## src/hw/rtl/hsv2rgb_pkg.sv

```systemverilog
// Shared types and constants for the HSV to RGB converter.
package hsv2rgb_pkg;

  localparam int HUE_W       = 15;
  localparam int FRAC_IN_W   = 16;
  localparam int CHAN_W      = 8;
  localparam int POS_W       = 12;
  localparam int HUE_SECTORS = 6;
  localparam int HUE_SECTOR  = 3840;

  localparam logic [HUE_W-1:0] HUE_FULL = 15'd23040;

  typedef enum logic [2:0] {
    SEC_RED     = 3'd0,
    SEC_YELLOW  = 3'd1,
    SEC_GREEN   = 3'd2,
    SEC_CYAN    = 3'd3,
    SEC_BLUE    = 3'd4,
    SEC_MAGENTA = 3'd5
  } sector_t;

endpackage

```

## src/hw/rtl/hsv2rgb_front.sv

```systemverilog
// Input stage: hue wrap, sector split and clamping of saturation and value.
module hsv2rgb_front #(
  parameter int FRACTION_BITS = 15
) (
  input  logic                                clk,
  input  logic                                en,
  input  logic [hsv2rgb_pkg::HUE_W-1:0]       hue,
  input  logic [hsv2rgb_pkg::FRAC_IN_W-1:0]   saturation,
  input  logic [hsv2rgb_pkg::FRAC_IN_W-1:0]   brightness,
  output hsv2rgb_pkg::sector_t                sector,
  output logic [hsv2rgb_pkg::POS_W-1:0]       pos,
  output logic [hsv2rgb_pkg::POS_W-1:0]       npos,
  output logic [FRACTION_BITS:0]              sat,
  output logic [FRACTION_BITS:0]              val,
  output logic [FRACTION_BITS:0]              one_minus_sat,
  output logic                                sat_zero
);
  import hsv2rgb_pkg::*;

  localparam int FW = FRACTION_BITS + 1;
  localparam int CW = (FW > FRAC_IN_W) ? FW : FRAC_IN_W;
  localparam logic [FW-1:0] ONE = {1'b1, {FRACTION_BITS{1'b0}}};

  logic [HUE_W-1:0] hue_w;
  logic [HUE_W-1:0] base;
  logic [2:0]       sec;
  logic [CW-1:0]    sat_ext;
  logic [CW-1:0]    val_ext;
  logic [FW-1:0]    sat_cl;
  logic [FW-1:0]    val_cl;
  logic [POS_W-1:0] pos_c;

  always_comb begin
    // A full turn or more reads as hue zero.
    hue_w = (hue >= HUE_FULL) ? '0 : hue;
    sec   = 3'd0;
    base  = '0;
    for (int k = 1; k < HUE_SECTORS; k++) begin
      if (hue_w >= HUE_W'(k * HUE_SECTOR)) begin
        sec  = 3'(k);
        base = HUE_W'(k * HUE_SECTOR);
      end
    end
    pos_c   = POS_W'(hue_w - base);
    sat_ext = CW'(saturation);
    val_ext = CW'(brightness);
    sat_cl  = (sat_ext > CW'(ONE)) ? ONE : FW'(sat_ext);
    val_cl  = (val_ext > CW'(ONE)) ? ONE : FW'(val_ext);
  end

  always_ff @(posedge clk) begin
    if (en) begin
      sector        <= sector_t'(sec);
      pos           <= pos_c;
      npos          <= POS_W'(HUE_SECTOR) - pos_c;
      sat           <= sat_cl;
      val           <= val_cl;
      one_minus_sat <= ONE - sat_cl;
      sat_zero      <= (sat_cl == '0);
    end
  end

endmodule

```

## src/hw/rtl/hsv2rgb_div.sv

```systemverilog
// Two-stage divide by 3840: shift by 256, then reciprocal multiply by 1/15 with correction.
module hsv2rgb_div #(
  parameter int DIVIDEND_W = 28
) (
  input  logic                   clk,
  input  logic [1:0]             en,
  input  logic [DIVIDEND_W-1:0]  dividend,
  output logic [DIVIDEND_W-12:0] quotient
);
  import hsv2rgb_pkg::*;

  localparam int YW = DIVIDEND_W - 8;
  localparam int K  = YW + 4;
  localparam int MW = YW + 1;
  localparam int QW = YW - 3;
  localparam int PW = YW + MW;

  localparam logic [K:0]    TWO_K      = {1'b1, {K{1'b0}}};
  localparam logic [K:0]    RECIP_FULL = TWO_K / (K+1)'(15);
  localparam logic [MW-1:0] RECIP      = RECIP_FULL[MW-1:0];

  logic [YW-1:0] y;
  logic [PW-1:0] y_ext;
  logic [PW-1:0] recip_ext;
  logic [YW-1:0] y_a;
  logic [PW-1:0] prod_a;
  logic [QW-1:0] q0;
  logic [YW:0]   times15;
  logic [YW:0]   rem;
  logic [QW-1:0] q_fix;

  assign y         = dividend[DIVIDEND_W-1:8];
  assign y_ext     = PW'(y);
  assign recip_ext = PW'(RECIP);

  always_ff @(posedge clk) begin
    if (en[0]) begin
      y_a    <= y;
      prod_a <= y_ext * recip_ext;
    end
  end

  // Estimate is the true quotient or one short; fix it from the remainder.
  always_comb begin
    q0      = prod_a[K +: QW];
    times15 = {q0, 4'b0000} - (YW+1)'(q0);
    rem     = (YW+1)'(y_a) - times15;
    q_fix   = (rem >= (YW+1)'(15)) ? q0 + QW'(1) : q0;
  end

  always_ff @(posedge clk) begin
    if (en[1]) begin
      quotient <= q_fix;
    end
  end

endmodule

```

## src/hw/rtl/hsv_to_rgb_converter_core.sv

```systemverilog
// Top level of the pipelined HSV to RGB pixel converter.
//
//  channel | direction | word layout (lowest bit first)                 | handshake
//  --------+-----------+------------------------------------------------+----------------
//  s_*     | in        | hue[14:0], saturation[30:15], brightness[46:31] | tvalid/tready
//  m_*     | out       | red[7:0], green[15:8], blue[23:16]              | tvalid/tready
//
// Seven register stages: input decode, s*pos products, reciprocal product,
// quotient correction, q/t/p products, sector select, channel scale. One
// pixel enters per clock while the output is not stalled; the depth is set by
// the two multiply levels and the divide by 3840 between them.
// Reset clears only the stage valid bits; payload registers are left as is.
// Each stage holds while its successor is full and stalled; an empty stage
// keeps taking words, so bubbles close up behind a stalled output.
module hsv_to_rgb_converter_core #(
  parameter int FRACTION_BITS = 15
) (
  input  logic        clk,
  input  logic        rst,
  input  logic        s_tvalid,
  output logic        s_tready,
  input  logic [47:0] s_tdata,   // hue[14:0], saturation[30:15], brightness[46:31], pad[47]
  output logic        m_tvalid,
  input  logic        m_tready,
  output logic [23:0] m_tdata    // red[7:0], green[15:8], blue[23:16]
);
  import hsv2rgb_pkg::*;

  localparam int NSTAGE = 7;
  localparam int FW     = FRACTION_BITS + 1;
  localparam int PW     = FW + POS_W;
  localparam int WW     = 2 * FW;
  localparam int CHW    = FW + CHAN_W;
  localparam logic [FW-1:0] ONE = {1'b1, {FRACTION_BITS{1'b0}}};

  // Stage control
  logic [NSTAGE:1] vld;
  logic [NSTAGE:1] en;

  always_comb begin
    en[NSTAGE] = !vld[NSTAGE] || m_tready;
    for (int i = NSTAGE - 1; i >= 1; i--) begin
      en[i] = !vld[i] || en[i+1];
    end
  end

  always_ff @(posedge clk) begin
    if (rst) begin
      vld <= '0;
    end else begin
      if (en[1]) begin
        vld[1] <= s_tvalid;
      end
      for (int i = 2; i <= NSTAGE; i++) begin
        if (en[i]) begin
          vld[i] <= vld[i-1];
        end
      end
    end
  end

  assign s_tready = en[1];
  assign m_tvalid = vld[NSTAGE];

  // Stage 1: decode and clamp
  sector_t          sector1;
  logic [POS_W-1:0] pos1;
  logic [POS_W-1:0] npos1;
  logic [FW-1:0]    sat1;
  logic [FW-1:0]    val1;
  logic [FW-1:0]    oms1;
  logic             szero1;

  hsv2rgb_front #(
    .FRACTION_BITS (FRACTION_BITS)
  ) u_front (
    .clk           (clk),
    .en            (en[1]),
    .hue           (s_tdata[14:0]),
    .saturation    (s_tdata[30:15]),
    .brightness    (s_tdata[46:31]),
    .sector        (sector1),
    .pos           (pos1),
    .npos          (npos1),
    .sat           (sat1),
    .val           (val1),
    .one_minus_sat (oms1),
    .sat_zero      (szero1)
  );

  // Stage 2: s*pos and s*(3840-pos)
  logic [PW-1:0] sat_ext;
  logic [PW-1:0] pos_ext;
  logic [PW-1:0] npos_ext;
  logic [PW-1:0] psf2;
  logic [PW-1:0] psg2;
  sector_t       sector2;
  logic [FW-1:0] val2;
  logic [FW-1:0] oms2;
  logic          szero2;

  assign sat_ext  = PW'(sat1);
  assign pos_ext  = PW'(pos1);
  assign npos_ext = PW'(npos1);

  always_ff @(posedge clk) begin
    if (en[2]) begin
      psf2    <= sat_ext * pos_ext;
      psg2    <= sat_ext * npos_ext;
      sector2 <= sector1;
      val2    <= val1;
      oms2    <= oms1;
      szero2  <= szero1;
    end
  end

  // Stages 3 and 4: divide both products by 3840
  logic [PW-12:0] sf_q;
  logic [PW-12:0] sg_q;
  sector_t        sector3;
  sector_t        sector4;
  logic [FW-1:0]  val3;
  logic [FW-1:0]  val4;
  logic [FW-1:0]  oms3;
  logic [FW-1:0]  oms4;
  logic           szero3;
  logic           szero4;

  hsv2rgb_div #(
    .DIVIDEND_W (PW)
  ) u_div_sf (
    .clk      (clk),
    .en       ({en[4], en[3]}),
    .dividend (psf2),
    .quotient (sf_q)
  );

  hsv2rgb_div #(
    .DIVIDEND_W (PW)
  ) u_div_sg (
    .clk      (clk),
    .en       ({en[4], en[3]}),
    .dividend (psg2),
    .quotient (sg_q)
  );

  always_ff @(posedge clk) begin
    if (en[3]) begin
      sector3 <= sector2;
      val3    <= val2;
      oms3    <= oms2;
      szero3  <= szero2;
    end
    if (en[4]) begin
      sector4 <= sector3;
      val4    <= val3;
      oms4    <= oms3;
      szero4  <= szero3;
    end
  end

  // Stage 5: v*(1-sf), v*(1-sg), v*(1-s)
  logic [FW-1:0] sf4;
  logic [FW-1:0] sg4;
  logic [WW-1:0] val_w;
  logic [WW-1:0] qmul_w;
  logic [WW-1:0] tmul_w;
  logic [WW-1:0] pmul_w;
  logic [WW-1:0] qprod5;
  logic [WW-1:0] tprod5;
  logic [WW-1:0] pprod5;
  sector_t       sector5;
  logic [FW-1:0] val5;
  logic          szero5;

  assign sf4    = sf_q[FW-1:0];
  assign sg4    = sg_q[FW-1:0];
  assign val_w  = WW'(val4);
  assign qmul_w = WW'(ONE - sf4);
  assign tmul_w = WW'(ONE - sg4);
  assign pmul_w = WW'(oms4);

  always_ff @(posedge clk) begin
    if (en[5]) begin
      qprod5  <= val_w * qmul_w;
      tprod5  <= val_w * tmul_w;
      pprod5  <= val_w * pmul_w;
      sector5 <= sector4;
      val5    <= val4;
      szero5  <= szero4;
    end
  end

  // Stage 6: pick the sector's component order
  logic [FW-1:0] p_c;
  logic [FW-1:0] q_c;
  logic [FW-1:0] t_c;
  logic [FW-1:0] r_sel;
  logic [FW-1:0] g_sel;
  logic [FW-1:0] b_sel;
  logic [FW-1:0] red6;
  logic [FW-1:0] green6;
  logic [FW-1:0] blue6;

  always_comb begin
    p_c = pprod5[FRACTION_BITS +: FW];
    q_c = qprod5[FRACTION_BITS +: FW];
    t_c = tprod5[FRACTION_BITS +: FW];
    case (sector5)
      SEC_RED: begin
        r_sel = val5; g_sel = t_c;  b_sel = p_c;
      end
      SEC_YELLOW: begin
        r_sel = q_c;  g_sel = val5; b_sel = p_c;
      end
      SEC_GREEN: begin
        r_sel = p_c;  g_sel = val5; b_sel = t_c;
      end
      SEC_CYAN: begin
        r_sel = p_c;  g_sel = q_c;  b_sel = val5;
      end
      SEC_BLUE: begin
        r_sel = t_c;  g_sel = p_c;  b_sel = val5;
      end
      default: begin
        r_sel = val5; g_sel = p_c;  b_sel = q_c;
      end
    endcase
    // Grey when there is no saturation.
    if (szero5) begin
      r_sel = val5;
      g_sel = val5;
      b_sel = val5;
    end
  end

  always_ff @(posedge clk) begin
    if (en[6]) begin
      red6   <= r_sel;
      green6 <= g_sel;
      blue6  <= b_sel;
    end
  end

  // Stage 7: scale by 255 and truncate into the output register
  logic [CHW-1:0]    r255;
  logic [CHW-1:0]    g255;
  logic [CHW-1:0]    b255;
  logic [CHAN_W-1:0] red7;
  logic [CHAN_W-1:0] green7;
  logic [CHAN_W-1:0] blue7;

  assign r255 = {red6,   {CHAN_W{1'b0}}} - CHW'(red6);
  assign g255 = {green6, {CHAN_W{1'b0}}} - CHW'(green6);
  assign b255 = {blue6,  {CHAN_W{1'b0}}} - CHW'(blue6);

  always_ff @(posedge clk) begin
    if (en[7]) begin
      red7   <= r255[FRACTION_BITS +: CHAN_W];
      green7 <= g255[FRACTION_BITS +: CHAN_W];
      blue7  <= b255[FRACTION_BITS +: CHAN_W];
    end
  end

  assign m_tdata = {blue7, green7, red7};

endmodule

```

## config.mk

```make
export PLATFORM = sky130hd
export DESIGN_NAME = hsv_to_rgb_converter_core
export DESIGN_NICKNAME = d
export VERILOG_FILES = /design/src/hw/rtl/hsv2rgb_pkg.sv /design/src/hw/rtl/hsv2rgb_front.sv /design/src/hw/rtl/hsv2rgb_div.sv /design/src/hw/rtl/hsv_to_rgb_converter_core.sv
export SDC_FILE = /design/constraint.sdc
export NUM_CORES = 2
export LEC_CHECK = 0
export BUFFER_PORTS_ARGS = -buffer_cell sky130_fd_sc_hd__buf_2
export CORE_ASPECT_RATIO = 0.9
export CORE_MARGIN = 1.5
export CORE_UTILIZATION = 30
export CTS_CLUSTER_SIZE = 14
export DETAILED_ROUTE_END_ITERATION = 8
export PLACE_DENSITY = 0.51
export SETUP_SLACK_MARGIN = 0.15
export SLEW_MARGIN = 20
export SYNTH_ARGS = -nofsm -noshare
export SYNTH_HDL_FRONTEND = slang
export SYNTH_SLANG_ARGS = --single-unit
```

## constraint.sdc

```tcl
create_clock -name clk -period 9.78 [get_ports clk]
set_clock_uncertainty 0.05 [all_clocks]
set_input_delay 1.956 -clock clk [delete_from_list [all_inputs] [get_ports clk]]
set_output_delay 1.956 -clock clk [all_outputs]
set_load 0.01 [all_outputs]
```

# [Yosys cells after proc, flatten, opt, wreduce, memory -nomap -nowiden]
# Cells that the tools add are included.
[totals] reg_bits=586 wordCells=122
[op_classes] add_sub_neg=14 n_mul=7 magnitude_cmp=10 n_eq_ne=4 n_mux=19 n_reduce_logical=21
[ops] operator="one-hot mux 16 bit (3 select lines)" n=3
[ops] operator="two-way mux 16 bit" n=6
[ops] operator="multiplier 20 x 21 -> 41 bit, second input constant" n=2
[ops] operator="subtractor 23 x 16 -> 23 bit" n=3
[ops] operator="multiplier 17 x 17 -> 31 bit" n=2
[ops] operator="two-way mux 12 bit" n=5
[ops] operator="multiplier 16 x 12 -> 28 bit" n=2
[ops] operator=">= comparator 21 x 4 -> 1 bit, second input constant" n=2
[ops] operator="subtractor 20 x 21 -> 21 bit" n=2
[ops] operator="subtractor 21 x 17 -> 21 bit" n=2
[ops] operator="subtractor 16 x 16 -> 17 bit, first input constant" n=2
[ops] operator="adder 16 x 1 -> 16 bit, second input constant" n=2
[ops] operator="greater-than comparator 16 bit, second input constant" n=2
[ops] operator="multiplier 16 x 16 -> 31 bit" n=1
[ops] operator=">= comparator 15 x 14 -> 1 bit, second input constant" n=2
[ops] operator=">= comparator 15 bit, second input constant" n=2
[ops] operator="logical NOT 16 bit" n=1
[ops] operator="subtractor 16 bit, first input constant" n=1
[ops] operator=">= comparator 15 x 12 -> 1 bit, second input constant" n=1
[ops] operator=">= comparator 15 x 13 -> 1 bit, second input constant" n=1
[ops] operator="two-way mux 15 bit" n=1
[ops] operator="subtractor 12 bit" n=1
[ops] operator="subtractor 12 bit, first input constant" n=1
[ops] operator="OR reduction 2 bit" n=5
[ops] operator="8 further kinds" n=23

# [Longest topological paths before layout]
[depth] word_depth=10 ltp_mapped=32 depth_no_buf=30

# [Cells and area by module]
# Synthesis repeated with hierarchy kept, for this count alone.
[unflattened] hier_cells=6556 area_unflattened_um2=66074.6
[modules_own_cells] module="hsv_to_rgb_converter_core" instances=1 cells_per_inst=5003 area_each_um2=49246.0
[modules_own_cells] module="hsv2rgb_div (u_div_sg)" instances=1 cells_per_inst=676 area_each_um2=6851.6
[modules_own_cells] module="hsv2rgb_div (u_div_sf)" instances=1 cells_per_inst=611 area_each_um2=6547.5
[modules_own_cells] module="hsv2rgb_front" instances=1 cells_per_inst=266 area_each_um2=3429.5

# [Worst setup path before layout]
# OpenSTA, ideal clock, no wires.
[synth_timing] path_type="register to register" start="register u_div_sg.quotient[2]" end="register tprod5[28], data pin" setup_ns=0.180 arrival_time_ns=7.262 required_time_ns=9.550 slack_ns=2.288 path_stages_with_launch=28 path_buffers=1 path_cell_list="edfxtp_1 > nor2_1 > nand3b_1 > nor2_1 > nand3_1 > or4_1 > or2_2 > xnor2_1 > clkbuf_1 > nand2_1 > fa_1 > fa_1 > inv_1 > fa_1 > fa_1 > fa_1 > inv_1 > fa_1 > inv_1 > ha_1 > nand2_1 > o21ai_0 > o21ai_0 > a211o_1 > a311oi_1 > a21oi_1 > nand2b_1 > a221oi_1"
[synth_via] elab_chain_len=2
[synth_lines] element="start, declared" line="hsv2rgb_div.sv:8" text="output logic [DIVIDEND_W-12:0] quotient"
[synth_lines] element="start signal, assigned" line="hsv2rgb_div.sv:53" text="quotient <= q_fix;"
[synth_lines] element="subtractor 16 x 16 -> 17 bit" line="hsv_to_rgb_converter_core.sv:180" text="assign tmul_w = WW'(ONE - sg4);"
[synth_lines] element="multiplier 17 x 17 -> 31 bit" line="hsv_to_rgb_converter_core.sv:186" text="tprod5 <= val_w * tmul_w;"
[synth_lines] element="end signal, assigned" line="hsv_to_rgb_converter_core.sv:186"
[synth_lines] element="end, declared" line="hsv_to_rgb_converter_core.sv:170" text="logic [WW-1:0] tprod5;"
# Every way passes these cells.
# A chain may end at the register's enable or synchronous reset.

# [Worst setup path after layout]
# Same ends and word-level chain as after synthesis.

==> summary.txt <==
Global routing
  – Initial antenna violation count: 8
  – First-pass GRT wire length: 256400 µm
  – Global route total overflow: 0
  – GRT Util Overall: 14.87%
  – Pin count of the biggest net entering global routing: 69
  – Vias in the first global route: 45.66k

Routing
  – Initial DRC Count: 2245
  – Post-route DRC: 0
  – Total number of vias: 43.37k
  – Final wirelength: 161000 µm
  – Detail Route Antenna Nets: 0
  – WL per Instance: 17.28 µm
  – DR pass1 iterations: 5
  – Via density: 4.653

Die
  – Die X: 491.7 µm
  – Initial Util: 30.17%
  – Die ar.: 217700 µm²
  – Ports: 78
  – Std cell rows: 161
  – Core area: 213700 µm²
  – Chip Height: 442.8 µm

Setup path
  – Crit path max fanout: 11
  – Largest stage delay, worst path: 0.63 ns
  – Slowest CP cell: xor2_1
  – WP data arrival: 9.00 ns
  – FF-to-FF Start: u_div_sg.quotient[2]
  – Most frequent CP cell: fa_1
  – Nature of the critical path endpoint: register
  – CP delay by family, top: adder cells
  – Critical Path Source Type: register
  – Worst Setup SP: u_div_sg.quotient[2]
  – Critical path class: reg2reg
  – CP Data Required Time: 10.20 ns
  – Bufs and invs on worst path: 4

Yosys
  – Mapped Cells: 6431
  – Yosys reg bits: 475
  – Syn nets: 8222
  – Ys async rst share: 0%
  – Post-synth EDFFs: 468
  – Distinct cell type count after synthesis: 83
  – Ys flop type: edfxtp_1
  – Post-Syn Area per Cell: 10.03 µm²
  – Sequential-to-total area share from yosys stat: 22.01%
  – Yosys warns: 0
  – Cell area after synthesis: 64480 µm²

Timing
  – Slew Viols, Final: 0
  – Final worst path period need: 8.581 ns
  – Crit share post-route: 87.74%
  – Worst-margin pin slew: 1.125 ns
  – Hold Slack: 0.3507 ns
  – # setup viols final: 0
  – Fmax: 116.5 MHz
  – Worst slew margin: 25.02%
  – Setup TNS: 0 ns
  – Fin. Hold Viols: 0
  – RSZ-0062 raised after global routing: no

Clock tree
  – PostCTS Resize Cnt: 0
  – Post-CTS Setup Bufs: 0
  – Clk slew on worst S/H paths: 0.06 ns
  – Num CTS Buffers: 53
  – CTS sink count: 475
  – Root Buffer: clkbuf_16
  – Clock buffer depth: 3
  – Hold_buf cts: 0
  – H-tree depth: 2
  – CTS tree: done
  – Later-pin clock latency in the skew report: 0.68 ns

Final layout
  – Share of cells above drive strength 1: 4.872%
  – Area delta synth->final: 8.888%
  – Most frequent cells in the layout: inv_1 (1313), fa_1 (981), ha_1 (758), nand2_1 (724), and2_1 (522)
  – Design Area, Final: 70210 µm²
  – Most common cell after layout, fill and taps aside: inv_1
  – Nets: 8216

Placed design
  – Input/output buffers: 76
  – Area post-placement: 68340 µm²
  – Post-DP HPWL: 125300 µm
  – Placer congestion estimate: 0.8490

Run status
  – Status: completed

Job
  – Max_cap viols: 0

Min path
  – Min-delay worst type: reg2reg
  – Hold Crit Start: oms3[9]
==> synth_stat cells, drive strengths merged (77+ instances only) <==
cell type	instances	area [µm²]
edfxtp	468	14050
xnor2	160	1401
inv	1315	4936
nor3	77	385.4
ha	758	9484
nor2	218	818.3
clkbuf	223	837.1
a21oi	159	799.5
and2	522	3266
nand2	726	2725
o21ai	107	543.0
fa	981	19640
==> metal layers <==
layer  track usage (%)  vias up  part of all wire (%)
met2             23.82      883                    45
met4             3.914        0                   2.6
met1             21.01    21990                    47
met3             2.045      188                   4.9
li1                  -    20300                     -
met5                 0        -                     0
==> cell type report <==
cell class / count / area (µm²)
sequential: 475 / 14190
tap: 2852 / 3568
inverter: 1315 / 4936
clock inverter: 38 / 495.5
antenna: 2 / 5.005
clock buffer: 58 / 1366
timing repair buffer: 174 / 1166
multi-input combinational: 4406 / 44480
fill: 21780 / 143500
==> path summary, 6_finish.rpt <==
path	depth (start not counted)	slack, ns	endpoint
worst min register to register	0	0.35	oms4[9]
worst min-delay path	0	0.35	oms4[9]
worst max-delay path	28	1.20	tprod5[28]
worst max register to register	28	1.20	tprod5[28]
==> cell families after synthesis <==
logic type      Yosys count  synth area share (%)
compound gates          549                 5.631
xor+xnor                214                 2.907
fa+ha+maj              1739                 45.17
buf+inv                1550                 9.080
flops                   475                 22.01
mux                      71                 1.106
simple gates           1833                 14.09
==> registers in the layout, summed over array words and instances, names as in the netlist, 20 cells and up <==
signal,cells
psf2,20
psg2,20
u_div_sf.prod_a,21
u_div_sg.prod_a,21
==> per-stage QoR <==
stage	cells	setup WS (ns)	util, %
floorplan	6431	2.288	-
global placement	9222	1.287	31.97
detailed placement	9222	1.213	31.97
CTS	9318	1.179	32.85
global route	9318	0.6767	32.85
finish	9320	1.199	32.85
Power is not shown: default switching activity piles up to over one toggle a cycle in this logic, so the estimate is an artifact.
